### src/sv/cfd_pkg.sv
`timescale 1ns / 1ps

package cfd_pkg;

  // fill counter and emit count: up to 64 stored bytes
  localparam int FILL_W = 7;

  localparam logic OP_BYTE = 1'b0;
  localparam logic OP_TICK = 1'b1;

  localparam logic REG_SYNC    = 1'b0;
  localparam logic REG_TIMEOUT = 1'b1;

  localparam logic [7:0] SYNC_RESET    = 8'hEE;
  localparam logic [7:0] TIMEOUT_RESET = 8'd5;

  typedef enum logic [2:0] {
    PH_HUNT = 3'd0,
    PH_CMD  = 3'd1,
    PH_LEN  = 3'd2,
    PH_DATA = 3'd3,
    PH_CHK  = 3'd4
  } phase_t;

  typedef struct packed {
    logic       op;
    logic [7:0] rx_byte;
  } in_item_t;

  typedef struct packed {
    logic [7:0] packet_byte;
    logic       last_byte;
  } out_item_t;

  // parser -> emitter: start reading out a verified frame
  typedef struct packed {
    logic              go;
    logic [FILL_W-1:0] count;
  } emit_req_t;

endpackage

### src/sv/cfd_ram.sv
`timescale 1ns / 1ps

module cfd_ram #(
  parameter int WIDTH = 8,
  parameter int DEPTH = 64
) (
  input  logic                     clk,
  input  logic                     wr_en,
  input  logic [$clog2(DEPTH)-1:0] wr_addr,
  input  logic [WIDTH-1:0]         wr_data,
  input  logic                     rd_en,
  input  logic [$clog2(DEPTH)-1:0] rd_addr,
  output logic [WIDTH-1:0]         rd_data
);

  logic [WIDTH-1:0] mem [DEPTH];

  always_ff @(posedge clk) begin
    if (wr_en) begin
      mem[wr_addr] <= wr_data;
    end
    if (rd_en) begin
      rd_data <= mem[rd_addr];
    end
  end

endmodule

### src/sv/cfd_parser.sv
`timescale 1ns / 1ps

module cfd_parser #(
  parameter int MAX_PAYLOAD = 60,
  parameter int DEPTH       = 64
) (
  input  logic                     clk,
  input  logic                     rst_n,
  input  logic                     in_valid,
  input  cfd_pkg::in_item_t        in_data,
  input  logic                     in_stall,
  input  logic                     cfg_we,
  input  logic                     cfg_index,
  input  logic [7:0]               cfg_wdata,
  output logic                     wr_en,
  output logic [$clog2(DEPTH)-1:0] wr_addr,
  output logic [7:0]               wr_data,
  output cfd_pkg::emit_req_t       emit_req
);

  import cfd_pkg::*;

  localparam int         AW      = $clog2(DEPTH);
  localparam logic [7:0] MAX_LEN = 8'(MAX_PAYLOAD);
  localparam logic [FILL_W-1:0] FILL_MAX = FILL_W'(DEPTH);

  phase_t            phase_r, phase_nxt;
  logic [7:0]        left_r, left_nxt;
  logic [7:0]        sum_r, sum_nxt;
  logic [7:0]        secs_r, secs_nxt;
  logic [FILL_W-1:0] fill_r, fill_nxt;
  logic [7:0]        sync_r, tmo_r;

  logic       acc;
  logic       is_byte;
  logic [7:0] b;
  logic [7:0] secs_inc;
  logic [7:0] sum_add;
  logic       room;

  assign acc      = in_valid && !in_stall;
  assign b        = in_data.rx_byte;
  assign is_byte  = (in_data.op == OP_BYTE);
  assign secs_inc = (secs_r == 8'hFF) ? secs_r : secs_r + 8'd1;
  assign sum_add  = sum_r + b;
  assign room     = (fill_r < FILL_MAX);

  // next state
  always_comb begin
    phase_nxt = phase_r;
    left_nxt  = left_r;
    sum_nxt   = sum_r;
    secs_nxt  = secs_r;
    fill_nxt  = fill_r;
    if (acc && !is_byte) begin
      unique case (phase_r)
        PH_CMD, PH_LEN, PH_DATA, PH_CHK: begin
          secs_nxt = secs_inc;
          if (secs_inc > tmo_r) begin
            phase_nxt = PH_HUNT;
          end
        end
        default: phase_nxt = PH_HUNT;
      endcase
    end else if (acc) begin
      unique case (phase_r)
        PH_CMD: begin
          if (room) fill_nxt = fill_r + 1'b1;
          sum_nxt   = sum_add;
          phase_nxt = PH_LEN;
        end
        PH_LEN: begin
          if (room) fill_nxt = fill_r + 1'b1;
          sum_nxt  = sum_add;
          left_nxt = b;
          if (b > MAX_LEN) begin
            phase_nxt = PH_HUNT;
          end else if (b == 8'd0) begin
            phase_nxt = PH_CHK;
          end else begin
            phase_nxt = PH_DATA;
          end
        end
        PH_DATA: begin
          if (room) fill_nxt = fill_r + 1'b1;
          sum_nxt  = sum_add;
          left_nxt = left_r - 8'd1;
          if (left_r == 8'd1) phase_nxt = PH_CHK;
        end
        PH_CHK: begin
          if (room) fill_nxt = fill_r + 1'b1;
          phase_nxt = PH_HUNT;
        end
        default: begin
          // hunting, and any stray code behaves the same
          phase_nxt = PH_HUNT;
          if (b == sync_r) begin
            fill_nxt  = FILL_W'(1);
            sum_nxt   = b;
            secs_nxt  = 8'd0;
            phase_nxt = PH_CMD;
          end
        end
      endcase
    end
  end

  // store writes and emit request
  always_comb begin
    wr_en          = 1'b0;
    wr_addr        = fill_r[AW-1:0];
    wr_data        = b;
    emit_req.go    = 1'b0;
    emit_req.count = fill_r + 1'b1;
    if (acc && is_byte) begin
      unique case (phase_r)
        PH_CMD, PH_LEN, PH_DATA: wr_en = room;
        PH_CHK: begin
          wr_en       = room;
          emit_req.go = (sum_r == b);
        end
        default: begin
          wr_en   = (b == sync_r);
          wr_addr = '0;
        end
      endcase
    end
  end

  always_ff @(posedge clk) begin
    if (!rst_n) begin
      phase_r <= PH_HUNT;
      left_r  <= '0;
      sum_r   <= '0;
      secs_r  <= '0;
      fill_r  <= '0;
      sync_r  <= SYNC_RESET;
      tmo_r   <= TIMEOUT_RESET;
    end else begin
      phase_r <= phase_nxt;
      left_r  <= left_nxt;
      sum_r   <= sum_nxt;
      secs_r  <= secs_nxt;
      fill_r  <= fill_nxt;
      if (cfg_we && cfg_index == REG_SYNC)    sync_r <= cfg_wdata;
      if (cfg_we && cfg_index == REG_TIMEOUT) tmo_r  <= cfg_wdata;
    end
  end

  a_emit_from_chk: assert property (@(posedge clk) disable iff (!rst_n)
    emit_req.go |-> (acc && phase_r == PH_CHK))
    else $error("emit request outside checksum phase");

  a_fill_bound: assert property (@(posedge clk) disable iff (!rst_n)
    fill_r <= FILL_MAX)
    else $error("fill index beyond store depth");

  a_emit_back_to_hunt: assert property (@(posedge clk) disable iff (!rst_n)
    emit_req.go |=> (phase_r == PH_HUNT))
    else $error("parser not hunting after a verified frame");

endmodule

### src/sv/cfd_emitter.sv
`timescale 1ns / 1ps

module cfd_emitter #(
  parameter int DEPTH = 64
) (
  input  logic                     clk,
  input  logic                     rst_n,
  input  cfd_pkg::emit_req_t       emit_req,
  output logic                     busy,
  output logic                     rd_en,
  output logic [$clog2(DEPTH)-1:0] rd_addr,
  input  logic [7:0]               rd_data,
  output logic                     out_valid,
  output cfd_pkg::out_item_t       out_data,
  input  logic                     out_stall
);

  import cfd_pkg::*;

  localparam int AW = $clog2(DEPTH);

  logic [FILL_W-1:0] rem_r, rem_nxt;
  logic [FILL_W-1:0] idx_r, idx_nxt;
  logic              pend_r, pend_nxt;
  logic              pend_last_r, pend_last_nxt;
  logic              out_valid_r, out_valid_nxt;
  out_item_t         out_data_r, out_data_nxt;

  logic take;
  logic issue;

  assign take    = out_valid_r && !out_stall;
  // read only when the output register will be free as the data lands
  assign issue   = (rem_r != '0) && !pend_r && (!out_valid_r || take);
  assign rd_en   = issue;
  assign rd_addr = idx_r[AW-1:0];
  assign busy    = (rem_r != '0) || pend_r;

  assign out_valid = out_valid_r;
  assign out_data  = out_data_r;

  always_comb begin
    rem_nxt       = rem_r;
    idx_nxt       = idx_r;
    pend_nxt      = issue;
    pend_last_nxt = issue && (rem_r == FILL_W'(1));
    out_valid_nxt = out_valid_r;
    out_data_nxt  = out_data_r;
    if (emit_req.go) begin
      rem_nxt = emit_req.count;
      idx_nxt = '0;
    end else if (issue) begin
      rem_nxt = rem_r - 1'b1;
      idx_nxt = idx_r + 1'b1;
    end
    if (pend_r) begin
      out_valid_nxt            = 1'b1;
      out_data_nxt.packet_byte = rd_data;
      out_data_nxt.last_byte   = pend_last_r;
    end else if (take) begin
      out_valid_nxt = 1'b0;
    end
  end

  always_ff @(posedge clk) begin
    if (!rst_n) begin
      rem_r       <= '0;
      pend_r      <= 1'b0;
      pend_last_r <= 1'b0;
      out_valid_r <= 1'b0;
    end else begin
      rem_r       <= rem_nxt;
      pend_r      <= pend_nxt;
      pend_last_r <= pend_last_nxt;
      out_valid_r <= out_valid_nxt;
    end
    idx_r      <= idx_nxt;
    out_data_r <= out_data_nxt;
  end

  a_req_when_idle: assert property (@(posedge clk) disable iff (!rst_n)
    emit_req.go |-> !busy)
    else $error("frame request while readout in progress");

  a_pend_lands: assert property (@(posedge clk) disable iff (!rst_n)
    pend_r |=> out_valid_r)
    else $error("read data not loaded into output register");

  a_last_ends_run: assert property (@(posedge clk) disable iff (!rst_n)
    pend_r && pend_last_r |-> (rem_r == '0))
    else $error("last mark while bytes remain");

endmodule

### src/sv/checksum_frame_deframer_core.sv
`timescale 1ns / 1ps
// Checksum frame deframer.
// Input channel (in_valid / in_stall / in_data): one request per serial byte
// (op = byte) or per one-second tick (op = tick). The parser hunts for the
// sync byte, then takes command, length, payload and checksum bytes, writing
// each into a frame store RAM of MAX_PAYLOAD + 4 entries.
// Output channel (out_valid / out_stall / out_data): a frame whose checksum
// matches is read back from the RAM and sent whole, sync through checksum,
// with last_byte set on the checksum byte. Bad, overlong or timed-out
// frames produce nothing.
// After a good checksum is taken, each frame byte is read through the single
// RAM read port, registered and loaded into the output register; a new read
// is issued only once the previous read's data has landed and the output
// register is free or being taken. in_stall is held high while a frame is
// being read out. A stalled receiver simply holds the output register and
// pauses readout. Reset (rst_n, synchronous) returns the parser to hunting,
// cancels any readout and restores sync_value = 0xEE and timeout_seconds = 5.
// The RAM needs no clearing pass. Configuration writes (cfg_we / cfg_index /
// cfg_wdata) take effect at the next edge; the user must make them only
// while idle, and the block itself does not enforce this.

module checksum_frame_deframer_core #(
  parameter int MAX_PAYLOAD = 60
) (
  input  logic               clk,
  input  logic               rst_n,
  input  logic               in_valid,
  output logic               in_stall,
  input  cfd_pkg::in_item_t  in_data,
  output logic               out_valid,
  input  logic               out_stall,
  output cfd_pkg::out_item_t out_data,
  input  logic               cfg_we,
  input  logic               cfg_index,
  input  logic [7:0]         cfg_wdata
);

  import cfd_pkg::*;

  localparam int DEPTH = MAX_PAYLOAD + 4;
  localparam int AW    = $clog2(DEPTH);

  logic          wr_en;
  logic [AW-1:0] wr_addr;
  logic [7:0]    wr_data;
  logic          rd_en;
  logic [AW-1:0] rd_addr;
  logic [7:0]    rd_data;
  emit_req_t     emit_req;
  logic          busy;

  assign in_stall = busy;

  cfd_parser #(
    .MAX_PAYLOAD (MAX_PAYLOAD),
    .DEPTH       (DEPTH)
  ) u_parser (
    .clk       (clk),
    .rst_n     (rst_n),
    .in_valid  (in_valid),
    .in_data   (in_data),
    .in_stall  (in_stall),
    .cfg_we    (cfg_we),
    .cfg_index (cfg_index),
    .cfg_wdata (cfg_wdata),
    .wr_en     (wr_en),
    .wr_addr   (wr_addr),
    .wr_data   (wr_data),
    .emit_req  (emit_req)
  );

  cfd_ram #(
    .WIDTH (8),
    .DEPTH (DEPTH)
  ) u_store (
    .clk     (clk),
    .wr_en   (wr_en),
    .wr_addr (wr_addr),
    .wr_data (wr_data),
    .rd_en   (rd_en),
    .rd_addr (rd_addr),
    .rd_data (rd_data)
  );

  cfd_emitter #(
    .DEPTH (DEPTH)
  ) u_emitter (
    .clk       (clk),
    .rst_n     (rst_n),
    .emit_req  (emit_req),
    .busy      (busy),
    .rd_en     (rd_en),
    .rd_addr   (rd_addr),
    .rd_data   (rd_data),
    .out_valid (out_valid),
    .out_data  (out_data),
    .out_stall (out_stall)
  );

endmodule

### config.mk
export PLATFORM = sky130hd
export DESIGN_NAME = checksum_frame_deframer_core
export DESIGN_NICKNAME = d
export VERILOG_FILES = /design/src/sv/cfd_pkg.sv /design/src/sv/cfd_ram.sv /design/src/sv/cfd_parser.sv /design/src/sv/cfd_emitter.sv /design/src/sv/checksum_frame_deframer_core.sv
export SDC_FILE = /design/constraint.sdc
export NUM_CORES = 1
export LEC_CHECK = 0
export BUFFER_PORTS_ARGS = -buffer_cell sky130_fd_sc_hd__clkbuf_2
export CAP_MARGIN = 0
export CORE_UTILIZATION = 54
export DETAILED_ROUTE_END_ITERATION = 8
export GPL_TIMING_DRIVEN = 0
export PLACE_DENSITY_LB_ADDON = 0.25
export SETUP_SLACK_MARGIN = 0.5
export SLEW_MARGIN = 10
export SYNTH_ARGS = -nofsm -noshare
export SYNTH_HDL_FRONTEND = slang
export SYNTH_HIERARCHICAL = 1
export SYNTH_SLANG_ARGS = --single-unit
### constraint.sdc
create_clock -name clk -period 4 [get_ports clk]
set_input_delay 0.2 -clock clk [delete_from_list [all_inputs] [get_ports clk]]
set_output_delay 0.2 -clock clk [all_outputs]
set_load 0.01 [all_outputs]
# ---- After elaboration in Yosys (flattened, before gate mapping)
# Memories as Yosys holds them, arrays and structs flattened. A register that Yosys moved wholly into a read port is not among the register bits.
# Cells that the tools add are included.
dict set report classes {
  n_addsub 6
  n_reduce_logical 30
  n_eq_ne 15
  bitwise_logic 4
  mux 33
  order_cmp 3
}
# cell n
set ops {}
lappend ops {{8-bit 2-to-1 mux} 7}
lappend ops {{7-bit 2-to-1 mux} 5}
lappend ops {{8-bit one-hot mux with 2 select lines} 2}
lappend ops {{3-bit 2-to-1 mux} 7}
lappend ops {{8-bit equality test} 2}
lappend ops {{7-bit by 1-bit adder with 7-bit output (second input constant)} 2}
lappend ops {{6-bit 2-to-1 mux} 2}
lappend ops {{3-bit one-hot mux with 4 select lines} 1}
lappend ops {{4-bit AND reduction} 3}
lappend ops {{2-bit nonzero test} 6}
lappend ops {{1-bit logical AND} 9}
lappend ops {{1-bit 2-to-1 mux} 9}
lappend ops {{8-bit by 1-bit adder with 8-bit output (second input constant)} 1}
lappend ops {{8-bit adder} 1}
lappend ops {{8-bit by 1-bit equality test with 1-bit output (second input constant)} 1}
lappend ops {{8-bit equality test (second input constant)} 1}
lappend ops {{8-bit by 6-bit > comparator with 1-bit output (second input constant)} 1}
lappend ops {{8-bit > comparator} 1}
lappend ops {{8-bit logical NOT} 1}
lappend ops {{8-bit by 1-bit subtractor with 8-bit output (second input constant)} 1}
lappend ops {{7-bit by 1-bit equality test with 1-bit output (second input constant)} 1}
lappend ops {{7-bit < comparator (second input constant)} 1}
lappend ops {{7-bit nonzero test} 1}
lappend ops {{7-bit by 1-bit subtractor with 7-bit output (second input constant)} 1}
lappend ops {{13 further kinds} 24}
dict set report word_totals {
  memories 1
  regBits 76
  mem_bits_rw 512
  inputBits 23
  out_inout_bits 11
}
# name words width read_ports rd_clocked_by_memory_dff wr line
set memory_table {}
lappend memory_table {u_store.mem 64 8 1 1 1 cfd_ram.sv:16} ;# logic [WIDTH-1:0] mem [DEPTH];

# ---- Longest topological paths before layout
dict set report logic_depth {
  depth_word 8
  mapped_depth 14
  depth_no_buf 12
}

# ---- Modules after synthesis
# Netlist, hierarchy kept.
# mod instances cells_per_inst seq_area_each_um2 area_each_um2
set by_module_without_submodules {}
lappend by_module_without_submodules {cfd_ram 1 940 15615.0 20246.9}
lappend by_module_without_submodules {cfd_parser 1 442 1001.0 3472.1}
lappend by_module_without_submodules {cfd_emitter 1 104 590.6 1107.3}

# ---- Worst setup path before layout
# OpenSTA, ideal clock, no wires.
dict set report synth_path {
  path_kind {register -> register}
  startpoint {reg u_emitter.rem_r[0]}
  endpoint {mem u_store.mem[48][0], enable pin}
  path_stages_with_launch 14
  setup_time_ns 0.383
  period_less_slack_ns 3.783
  path_slack_ns 0.217
  n_path_buf 2
  arrival_ns 3.399
  required_time_ns 3.617
  cell_sequence {dfxtp_1 > inv_1 > ha_1 > or4b_4 > or3_1 > nor2b_1 > nand2b_1 > clkbuf_1 > nor2_1 > nor2b_1 > clkbuf_1 > nor2b_1 > nand4b_1 > nor3_1}
}
dict set report synth_via {
  elab_cells_between_ends 9
}
# element line
set synth_rtl {}
lappend synth_rtl {{start, declared} cfd_emitter.sv:22} ;# logic [FILL_W-1:0] rem_r, rem_nxt;
lappend synth_rtl {{start signal, assigned} cfd_emitter.sv:72} ;# rem_r <= rem_nxt;
lappend synth_rtl {{7-bit nonzero test} cfd_emitter.sv:37} ;# assign busy = (rem_r != '0) || pend_r;
lappend synth_rtl {{1-bit logical OR} cfd_emitter.sv:37}
lappend synth_rtl {{named net in_stall} checksum_frame_deframer_core.sv:28} ;# output logic in_stall,
lappend synth_rtl {{1-bit logical NOT} cfd_parser.sv:41} ;# assign acc = in_valid && !in_stall;
lappend synth_rtl {{1-bit logical AND} cfd_parser.sv:41}
lappend synth_rtl {{1-bit logical AND} cfd_parser.sv:115} ;# if (acc && is_byte) begin
lappend synth_rtl {{6-bit 2-to-1 mux} cfd_parser.sv:115}
lappend synth_rtl {{named net wr_addr[3]} checksum_frame_deframer_core.sv:44} ;# logic [AW-1:0] wr_addr;
lappend synth_rtl {{end, declared} cfd_ram.sv:16}
# The timed path passes the listed nets, and every way through them passes these cells.

# ---- Worst setup path in the final report
dict set report layout_path {
  startpoint {reg u_emitter.rem_r[0]}
  endpoint {mem u_store.mem[33][5], enable pin}
}
dict set report layout_via {
  elab_cells_between_ends 9
}
# element line
set layout_rtl {}
lappend layout_rtl {{7-bit nonzero test} cfd_emitter.sv:37}
lappend layout_rtl {{1-bit logical OR} cfd_emitter.sv:37}
lappend layout_rtl {{1-bit logical NOT} cfd_parser.sv:41}
lappend layout_rtl {{1-bit logical AND} cfd_parser.sv:41}
lappend layout_rtl {{1-bit logical AND} cfd_parser.sv:115}
lappend layout_rtl {{6-bit 2-to-1 mux} cfd_parser.sv:115}
lappend layout_rtl {{named net wr_addr[1]} checksum_frame_deframer_core.sv:44}
# The timed path passes the listed nets, and every way through them passes these cells.

==> summary.txt <==
WP data arrival: 3820 ps
Share of cells above drive strength 1: 0.315
Routing usage on met3: 0.0521
Register area share after synthesis: 0.693
Detailed-route via count: 14700
Crit path required time: 4320 ps
Drt pass-1 iters: 5
Busiest grt layer: met2
Max-slew violation count: 0
Setup ws final: 502 ps
Crit path max-delay family: simple AND/OR/NAND/NOR gates
GRT overflow: 0
DRT iter0 DRCs: 1788
Main flop type after synthesis: edfxtp_1
Library cells used by synthesis: 87
Final nets: 1754
Worst min-delay path class: input port to flip-flop
Final Hold Fails: 0
Average size of a mapped cell: 16.7 um^2
Yosys warns: 6
Standard-cell rows: 78
Die area: 0.0468 mm^2
Pwr Density: 588 mW/mm^2
Sink Count: 595
Post-DP HPWL: 37700 um
Post-synth net total: 1534
Period utilization: 0.875
Crit path capture type: flip-flop
Yosys reg bits: 595
Clk network pwr share: 0.307
Clock latency at the later pin of the worst-skew pair: 640 ps
Initial antenna violation count: 1
Int Pwr: 12.2 mW
Cell area after synthesis: 0.0248 mm^2
Core ar.: 0.0454 mm^2
Switching Share: 0.309
DR DRC count: 0
H-tree depth: 2
Worst IR drop on VDD: 0.000462 V
Area after DPL: 0.0259 mm^2
Dpl ws: -656 ps
GRT met2 Usage: 0.441
Sequential group share of total power: 0.405
Fraction of registers with async set/reset: 0
Max cap viols: 0
Multi-input logic area: 0.00771 mm^2
Die X: 216 um
Clock buffer count from CTS: 59
Gr usage total: 0.270
P_sw: 5.47 mW
CTS tree: done
CP max stage cell: or4b_4
Final setup viols: 0
Largest net degree at the start of global routing: 65
Max stage delay on crit path: 470 ps
Routability congestion estimate from global placement: 0.905
Die H: 216 um
CTS Buffer Depth: 3
Met1 Use GR: 0.362
Setup TNS Final: 0 ps
DR vias/cell: 6.25
CP Max Fanout: 10
RSZ-0062 raised after global routing: no
Starting Density: 0.547
Maximum clock rate: 286 MHz
Final Skew: 38.9 ps
Seq. cell area: 0.0172 mm^2
CP bufs+invs: 5
Cells after Synth: 1486
Routed WL per cell: 26.6 um
First-pass GRT wire length: 92200 um
Min Tclk post-route: 3500 ps
Status: complete, no violations
DRT Wirelength: 62600 um
Worst-path clk slew: 60 ps
Final design area excluding fillers: 0.0301 mm^2
EDFF count, synth: 529
Antenna-violating nets left: 0
I/O pin total: 34
Leakage dissipation: 9.91 nW
CP startpoint kind: flip-flop
Worst-path cell chain: inv_4 -> ha_4 -> or4b_4 -> or3_4 -> nor2b_4 -> nand2b_4 -> buf_12 -> nor2_4 -> nor2b_2 -> buf_6 -> nor2_4 -> nand3_4 -> buf_12 -> nor2_4 -> buf_12
Comb pwr share: 0.287
Critical path class: flip-flop to flip-flop
Count of buffers from port buffering: 32
Root Driver: clkbuf_16
# fillers: 2949
Number of global-route vias before repair: 14700
Fin Hold WS: 36.3 ps
Slew HR: 0.216
Most common cell after layout, fill and taps aside: edfxtp_1
Most frequent cells in the layout: edfxtp_1 (529), mux4_2 (126), nand2_1 (81)
Slew @ Worst Pin: 1180 ps
Area grow syn2layout: 21.1%
cells by family after synthesis:
kind of cell,Yosys count,share of synthesized area
and+or+nand+nor,376,0.0740
xor gates and xnor gates,25,0.00942
muxes,173,0.134
AOI/OAI and AO/OA,183,0.0519
adders and majority gates,26,0.0134
buffers and inverters,108,0.0242
DFF,595,0.693
layer usage:
| layer | up-vias | share of wire |
|---|---|---|
| met5 | - | 0 |
| met4 | 0 | 0.030 |
| met3 | 127 | 0.087 |
| met2 | 726 | 0.49 |
| met1 | 7529 | 0.39 |
| li1 | 6332 | - |
per-stage QoR:
step	utilization	power, mW	cells
after detailed placement	0.571	12.2	2118
final	0.662	17.7	2353
after CTS	0.656	17.6	2331
after floorplan	-	10.5	1486
after global placement	0.571	12.1	2118
after global routing	0.662	18.2	2352
worst paths after layout:
check	depth (start not counted)	slack, ps	start	end
hold reg to reg	0	410	u_emitter/pend_last_r$_SDFF_PN0_	u_emitter/out_data[0]$_DFFE_PP_
setup reg to reg	15	500	u_emitter/rem_r[0]$_SDFFE_PN0P_	u_store/mem[33][5]$_DFFE_PP_
setup / recovery	15	500	u_emitter/rem_r[0]$_SDFFE_PN0P_	u_store/mem[33][5]$_DFFE_PP_
hold / removal	3	40	in_data[5]	u_parser/sum_r[5]$_SDFFE_PN0P_
state kept, by name, indices dropped and copies added (netlist names):
signal,flops
u_parser/secs_r,8
u_emitter/rem_r,7
u_emitter/pend_last_r,1
u_emitter/out_valid,1
u_parser/phase_r,3
u_emitter/out_data,9
u_parser/fill_r,7
u_parser/left_r,8
u_store/rd_data,8
u_store/mem,512
u_emitter/idx_r,6
u_parser/sync_r,8
u_parser/tmo_r,8
u_emitter/pend_r,1
u_parser/sum_r,8
power groups by stage:
stage	registers (mW)	clock network, mW	logic [mW]
6_report	7.17	5.44	5.08
5_1_grt	7.19	5.74	5.28
4_1_cts	7.17	5.49	4.95
3_5_place_dp	7.30	0	4.89
3_3_place_gp	7.29	0	4.84
2_1_floorplan	7.23	0	3.31
layout make-up:
class                           count  area share
Tap cell                          600      0.0250
Buffer                             84      0.0194
Inverter                           24     0.00308
Clock inverter                     39      0.0121
Timing Repair Buffer              159      0.0601
Clock buffer                       68      0.0513
Antenna cell                        1   0.0000832
Sequential cell                   595       0.573
Multi-Input combinational cell    783       0.256
worst reg2reg max path, cell delays in order (launching register included):
cell and delay (ps):
dfxtp_4 360, inv_4 60, ha_4 120, or4b_4 470
or3_4 420, nor2b_4 170, nand2b_4 80, buf_12 150
nor2_4 210, nor2b_2 90, buf_6 170, nor2_4 220
nand3_4 160, buf_12 220, nor2_4 140, buf_12 140
cell usage after synthesis, types with 5 or more instances:
cell type | n | area share
nor2_1 | 131 | 0.020
buf_4 | 23 | 0.0070
xnor2_1 | 10 | 0.0035
o21a_1 | 11 | 0.0033
o21ai_1 | 6 | 0.0012
o21ai_0 | 25 | 0.0050
nand3_1 | 40 | 0.0081
buf_6 | 6 | 0.0027
xor2_1 | 13 | 0.0046
nor4_1 | 11 | 0.0028
clkbuf_1 | 32 | 0.0048
nor3_1 | 17 | 0.0034
nand4_1 | 7 | 0.0018
nand2_1 | 86 | 0.013
mux2_2 | 14 | 0.0064
a31oi_1 | 8 | 0.0020
and3_1 | 7 | 0.0018
and2_1 | 5 | 0.0013
a211oi_1 | 12 | 0.0036
inv_1 | 24 | 0.0036
a21oi_1 | 45 | 0.0091
nand3b_1 | 5 | 0.0015
nor2b_1 | 27 | 0.0068
ha_1 | 24 | 0.012
mux2i_1 | 32 | 0.013
a221oi_1 | 6 | 0.0021
mux4_2 | 126 | 0.11
nand2b_1 | 13 | 0.0033
o221ai_1 | 8 | 0.0028
dfxtp_1 | 66 | 0.053
buf_2 | 14 | 0.0028
edfxtp_1 | 529 | 0.64
o22ai_1 | 10 | 0.0025
what timing repair did:
| item | in CTS | in global routing |
|---|---|---|
| setup endpoints to repair | 514 | 507 |
| setup buffers | 94 | 21 |
| gates resized for setup | 117 | 41 |
| hold buffers | 12 | 0 |
| endpoints found under the hold margin | 26 | 0 |
| pin swaps | 60 | 16 |
No activity file was read; power rests on OpenSTA's default activity.
